File: src/rtl/assert_macros.svh
// Assertion helpers shared by the RTL files.
`ifndef ASSERT_MACROS_SVH
`define ASSERT_MACROS_SVH

// Property checked on every clock edge outside reset.
`define ASSERT_ALWAYS(label, prop, msg) \
    label: assert property (@(posedge clk) disable iff (!rst_n) (prop)) else $error(msg);

// Same-cycle implication.
`define ASSERT_IMPLY(label, ante, cons, msg) \
    label: assert property (@(posedge clk) disable iff (!rst_n) (ante) |-> (cons)) \
        else $error(msg);

// Next-cycle implication.
`define ASSERT_NEXT(label, ante, cons, msg) \
    label: assert property (@(posedge clk) disable iff (!rst_n) (ante) |=> (cons)) \
        else $error(msg);

`endif

File: src/rtl/mpu_pkg.sv
// ----------------------------------------------------------------------------
// mpu_pkg
// Types, character constants and keyword tables of the multipart extractor.
// ----------------------------------------------------------------------------
`default_nettype none

package mpu_pkg;

    localparam logic [7:0] CHAR_CR = 8'h0D;
    localparam logic [7:0] CHAR_LF = 8'h0A;
    localparam logic [7:0] CHAR_F  = 8'h66;

    localparam logic [3:0] NAME_KEY_LEN  = 4'd9;
    localparam logic [3:0] BLANK_KEY_LEN = 4'd4;

    typedef enum logic [2:0] {
        PH_CAPTURE,
        PH_FIND_NAME,
        PH_SKIP_LINE,
        PH_FIND_BLANK,
        PH_CONTENT,
        PH_DONE
    } phase_t;

    // Broadcast to every cell of the chain.
    typedef struct packed {
        logic restart;  // load cells 0/1 with LF/CR, drop the stored boundary
        logic shift1;   // push one boundary byte in at cell 0
        logic shift2;   // push CR and the byte in at cells 1 and 0
        logic step;     // advance the content window and match flags
        logic clr;      // empty the content window
    } cell_ctrl_t;

    typedef struct packed {
        logic       valid;
        logic [7:0] data;
        logic       has;
        logic       done;
        logic       ovf;
    } result_t;

    // "filename="
    function automatic logic [7:0] name_key(input logic [3:0] idx);
        logic [7:0] c;
        case (idx)
            4'd0:    c = 8'h66;
            4'd1:    c = 8'h69;
            4'd2:    c = 8'h6C;
            4'd3:    c = 8'h65;
            4'd4:    c = 8'h6E;
            4'd5:    c = 8'h61;
            4'd6:    c = 8'h6D;
            4'd7:    c = 8'h65;
            4'd8:    c = 8'h3D;
            default: c = 8'h00;
        endcase
        return c;
    endfunction

    // CR LF CR LF
    function automatic logic [7:0] blank_key(input logic [1:0] idx);
        logic [7:0] c;
        case (idx)
            2'd0:    c = CHAR_CR;
            2'd1:    c = CHAR_LF;
            2'd2:    c = CHAR_CR;
            default: c = CHAR_LF;
        endcase
        return c;
    endfunction

endpackage

`default_nettype wire

File: src/rtl/mpu_ctrl.sv
// ----------------------------------------------------------------------------
// mpu_ctrl
// Phase sequencer: boundary capture, keyword and blank-line search, content
// phase. Drives the cell chain and forms at most one result per request.
// ----------------------------------------------------------------------------
`default_nettype none

module mpu_ctrl
    import mpu_pkg::*;
#(
    parameter int MAX_BOUNDARY = 128
)
(
    input  wire logic       clk,
    input  wire logic       rst_n,
    input  wire logic       accept,
    input  wire logic [7:0] in_byte,
    input  wire logic       body_start,
    input  wire logic       win_vld,
    input  wire logic [7:0] win_data,
    input  wire logic       win_match,
    output cell_ctrl_t      cell_ctl,
    output result_t         res
);

    localparam int LEN_W = $clog2(MAX_BOUNDARY + 1);
    localparam logic [LEN_W:0] MAX_L = (LEN_W + 1)'(MAX_BOUNDARY);

    phase_t           phase_reg, phase_next, phase_e;
    logic             skip_reg, skip_next, skip_e;
    logic [3:0]       kp_reg, kp_next, kp_e;
    logic [LEN_W-1:0] len_reg, len_next, len_e;
    logic [LEN_W:0]   len_x;

    logic store_one, store_two, cap_fail, cap_line_end;
    logic name_hit, blank_hit;

    assign phase_e = body_start ? PH_CAPTURE : phase_reg;
    assign skip_e  = body_start ? 1'b0 : skip_reg;
    assign kp_e    = body_start ? 4'd0 : kp_reg;
    assign len_e   = body_start ? '0 : len_reg;
    assign len_x   = {1'b0, len_e};

    assign name_hit  = (kp_e < NAME_KEY_LEN) && (in_byte == name_key(kp_e));
    assign blank_hit = (kp_e < BLANK_KEY_LEN) && (in_byte == blank_key(kp_e[1:0]));

    // Boundary capture decode. A lone CR is stored late, together with the
    // byte after it when that byte is not another CR.
    always_comb
    begin
        store_one    = 1'b0;
        store_two    = 1'b0;
        cap_fail     = 1'b0;
        cap_line_end = 1'b0;
        if (skip_e)
        begin
            if (in_byte == CHAR_LF)
                cap_line_end = 1'b1;
            else if (len_x >= MAX_L)
                cap_fail = 1'b1;
            else if (in_byte == CHAR_CR)
                store_one = 1'b1;
            else if (len_x + 1'b1 >= MAX_L)
                cap_fail = 1'b1;
            else
                store_two = 1'b1;
        end
        else if (in_byte != CHAR_CR)
        begin
            if (len_x >= MAX_L)
                cap_fail = 1'b1;
            else
                store_one = 1'b1;
        end
    end

    // Next state
    always_comb
    begin
        phase_next = phase_e;
        skip_next  = skip_e;
        kp_next    = kp_e;
        len_next   = len_e;
        case (phase_e)
            PH_CAPTURE:
            begin
                skip_next = (in_byte == CHAR_CR) && !cap_line_end;
                if (cap_fail)
                    phase_next = PH_DONE;
                else if (cap_line_end)
                begin
                    phase_next = PH_FIND_NAME;
                    kp_next    = 4'd0;
                end
                else if (store_two)
                    len_next = LEN_W'(len_x + 2'd2);
                else if (store_one)
                    len_next = LEN_W'(len_x + 1'b1);
            end
            PH_FIND_NAME:
            begin
                if (name_hit)
                begin
                    if (kp_e + 4'd1 == NAME_KEY_LEN)
                    begin
                        phase_next = PH_SKIP_LINE;
                        kp_next    = 4'd0;
                        skip_next  = 1'b0;
                    end
                    else
                        kp_next = kp_e + 4'd1;
                end
                else
                    kp_next = (in_byte == CHAR_F) ? 4'd1 : 4'd0;
            end
            PH_SKIP_LINE:
            begin
                if (skip_e)
                begin
                    skip_next  = 1'b0;
                    phase_next = PH_FIND_BLANK;
                    kp_next    = 4'd0;
                end
                else if (in_byte == CHAR_CR)
                    skip_next = 1'b1;
            end
            PH_FIND_BLANK:
            begin
                if (blank_hit)
                begin
                    if (kp_e + 4'd1 == BLANK_KEY_LEN)
                    begin
                        phase_next = PH_CONTENT;
                        kp_next    = 4'd0;
                    end
                    else
                        kp_next = kp_e + 4'd1;
                end
                else
                    kp_next = (in_byte == CHAR_CR) ? 4'd1 : 4'd0;
            end
            PH_CONTENT:
            begin
                if (win_match)
                    phase_next = PH_DONE;
            end
            default:
            begin
                phase_next = phase_e;
            end
        endcase
    end

    // Outputs
    always_comb
    begin
        cell_ctl         = '0;
        cell_ctl.restart = accept & body_start;
        res              = '0;
        case (phase_e)
            PH_CAPTURE:
            begin
                cell_ctl.shift1 = accept & store_one;
                cell_ctl.shift2 = accept & store_two;
                if (cap_fail)
                begin
                    res.valid = accept;
                    res.done  = 1'b1;
                    res.ovf   = 1'b1;
                end
            end
            PH_FIND_BLANK:
            begin
                cell_ctl.clr = accept & blank_hit & (kp_e + 4'd1 == BLANK_KEY_LEN);
            end
            PH_CONTENT:
            begin
                cell_ctl.step = accept;
                res.valid     = accept & (win_vld | win_match);
                res.has       = win_vld;
                res.data      = win_vld ? win_data : 8'h00;
                res.done      = win_match;
            end
            default:
            begin
                res = '0;
            end
        endcase
    end

    always_ff @(posedge clk or negedge rst_n)
    begin
        if (!rst_n)
        begin
            phase_reg <= PH_CAPTURE;
            skip_reg  <= 1'b0;
            kp_reg    <= 4'd0;
            len_reg   <= '0;
        end
        else if (accept)
        begin
            phase_reg <= phase_next;
            skip_reg  <= skip_next;
            kp_reg    <= kp_next;
            len_reg   <= len_next;
        end
    end

endmodule

`default_nettype wire

File: config.mk
export PLATFORM = sky130hd
export DESIGN_NAME = mpu_ctrl
export DESIGN_NICKNAME = d
export VERILOG_FILES = /design/src/rtl/assert_macros.svh /design/src/rtl/mpu_pkg.sv /design/src/rtl/mpu_ctrl.sv
export SDC_FILE = /design/constraint.sdc
export NUM_CORES = 1
export LEC_CHECK = 0
export ABC_AREA = 1
export BUFFER_PORTS_ARGS = -buffer_cell sky130_fd_sc_hd__buf_2
export CORE_MARGIN = 3
export CORE_UTILIZATION = 45
export DETAILED_ROUTE_END_ITERATION = 7
export PLACE_DENSITY = 0.64
export SYNTH_ARGS = -nofsm -noshare
export SYNTH_HDL_FRONTEND = slang
export SYNTH_SLANG_ARGS = --single-unit
File: constraint.sdc
create_clock -name clk -period 3 [get_ports clk]
set_input_delay 0.3 -clock clk [delete_from_list [all_inputs] [get_ports clk]]
set_output_delay 0.3 -clock clk [all_outputs]
set_load 0.005 [all_outputs]
==> results.cfg <==
[run_status]
status = finished clean

[timing]
finalCritPeriodShare_pct = 80.7
fin_worst_skew_ns = 0.00607
tns_ns = 0
finalSetupViolCount = 0
setup_ws_ns = 0.579
hold_violations = 0
max_freq_mhz = 413
min_period_ns = 2.42
relSlewSlack_pct = 71.8
rsz0062_at_grt = false
worst_pin_slew_ns = 0.422
holdWs_ns = 0.376
drv_slew = 0

[placement]
dpl.hpwl_um = 4470
port_buffers = 38
dp_slack_ns = 0.591
gp_congestion = 0.941

[global_route]
track_usage_pct = 21.9
grt-busiest-layer = met2
gr-usage-met3_pct = 3.15
overflow = 0
grt_use_met2_pct = 34.0
grt_max_degree = 17
use_met1_pct = 32.8
grt_antenna_before_repair = 0
grt_pass1_vias = 2159
grt_pass1_wl_um = 9520

[synth]
synth_ff_type = dfrtp_1
synth_area_leaders = dfrtp_1 (20%), nand2_1 (19%), nor2_1 (11%)
synth-warning-count = 0
postSynthAreaPerCell_um2 = 5.72
async_flop_share_pct = 100
synth_top_area_share_pct = 19.6
ys_seq_area_share_pct = 19.6
syn_area_mm2 = 0.00205
syn_nets = 384
synthCells = 358
synth_seq_cells = 16
synth_edf_count = 0
synth_top_area_cell = dfrtp_1
synth.distinct_cells = 34

[worst_hold_path]
hold_path.class = in -> reg

[routing]
wl_per_cell_um = 12.4
vias = 2307
drt_wl_total_um = 5520
avgViaCountPerCell = 5.16
drcViolationCount = 0
drtPass1Iterations = 4
ant_nets = 0
drt-initial-drc-count = 177

[job]
drv_cap = 0

[clocking]
root_buffer = clkbuf_8
post_cts_resized = 0
numClockSinks = 16
cts_buffers = 3
clk_latency_ns = 0.26
postCtsHoldBufs = 1
cts_tree = yes
cts_setup_buffers = 0
path_clk_slew_ns = 0.07
max-clock-path-buffers = 2
htree_num_levels = 1

[layout]
fin_util_pct = 55.7
nets = 424
antenna_cells = 0
layout_common_cells = nand2_1 (102), nor2_1 (59), inv_1 (45), nand3_1 (40), buf_2 (38)
drive_gt1_share_pct = 18.9
final_common_cell = nand2_1
largest_register_ff_count = 8
syn_to_final_growth_pct = 14.4

[setup_path]
critPathTopFamily = simple AND/OR/NAND/NOR gates
crit_fanout = 6
crit_path_start_kind = flip-flop
critical_path.cell_chain = inv_1 > nor2_4 > ha_1 > inv_1 > nor2_1 > nand3_1 > or3b_1 > nor2_1 > buf_2
crit_path_end_kind = output port
slowest_delay_ns = 0.44
arrival_ns = 2.12
path_buf_inv = 3
path_class = reg -> out
crit_path_top_delay_cell = or3b_1
required_ns = 2.70

[power]
p_int_mw = 0.457
p_per_area_mw_per_mm2 = 319
vdd_ir_drop_max_mv = 0.180
pwr-share-seq_pct = 36.5
clock_power_share_pct = 26.9
power_switching_mw = 0.290
p_sw_share_pct = 38.8
p_leak_nw = 1.35
finalPower_mw = 0.747
power_frac_comb_pct = 36.6

[die]
num_rows = 23
core_mm2 = 0.00420
die_area_mm2 = 0.00539
fp.dieH_um = 73.4
ios = 39
fp.dieW_um = 73.4
initial_core_util_pct = 48.7
-- power by group through the flow --
stage                     clock [mW]  sequential, mW  combinational (mW)
after floorplan                    0           0.268               0.204
after CTS                      0.206           0.272               0.274
after global routing           0.215           0.279               0.316
final                          0.201           0.273               0.273
after detailed placement           0           0.277               0.272
after global placement             0           0.278               0.270
-- worst reg2reg max path, stage by stage, from the launching register on --
cell and delay, ns:
dfrtp_1 0.39, inv_1 0.08, nor2_1 0.20, inv_1 0.12, ha_1 0.33, inv_1 0.09
nand2_1 0.05, nand2_1 0.06, nand2_1 0.07, nand3_1 0.11, nand3_1 0.12, nor2_2 0.19
nand2_1 0.07, nand2_1 0.10, nand2_1 0.06, a21oi_1 0.11
-- per-layer routing --
layer  vias up  routed length [um]
li1       1218                   -
met1       996                2770
met2        87                2280
met3         6                 423
met4         0                  51
met5         -                   0
-- logic make-up after synthesis --
group           after synthesis  share of synthesized area, %
compound gates               33                          8.99
xor+xnor                      5                          2.14
fa+ha+maj                     4                          2.45
buf+inv                      57                          10.9
flops                        16                          19.6
simple gates                243                          56.0
-- cell usage after synthesis, types with 4 or more instances --
cell type and number:
inv_1 45, dfrtp_1 16, nand2_2 8, nor2_1 59, nand2_1 102, nand3b_1 4, xor2_1 5, ha_1 4
nand3_1 40, nor2_2 5, o21ai_1 6, inv_2 7, a21oi_1 9, nand4_1 7, o21ai_0 13
-- metrics by stage --
stage / cell area [um^2] / instances
floorplan: 2050 / 358
global placement: 2280 / 442
detailed placement: 2280 / 442
CTS: 2340 / 447
global route: 2340 / 447
finish: 2340 / 447
-- final timing paths --
check	slack (ns)	startpoint	depth (start not counted)	end
worst min register to register	0.52	phase_reg[0]$_DFFE_PN0P_	2	phase_reg[0]$_DFFE_PN0P_
worst max register to register	0.76	kp_reg[1]$_DFFE_PN0P_	15	kp_reg[0]$_DFFE_PN0P_
worst max-delay path	0.58	kp_reg[0]$_DFFE_PN0P_	9	cell_ctl[0]
min in group asynchronous	0.50	rst_n	2	len_reg[0]$_DFFE_PN0P_
worst min-delay path	0.38	accept	3	len_reg[7]$_DFFE_PN0P_
max in group asynchronous	2.20	rst_n	2	phase_reg[1]$_DFFE_PN0P_
-- final cells by class --
cell class | count | area, um^2
sequential | 16 | 400
inverter | 53 | 199
tap | 50 | 62.6
fill | 464 | 1860
multi-input combinational | 285 | 1420
clock buffer | 4 | 55.1
timing repair buffer | 39 | 200
(Power assumes the default switching activity.)
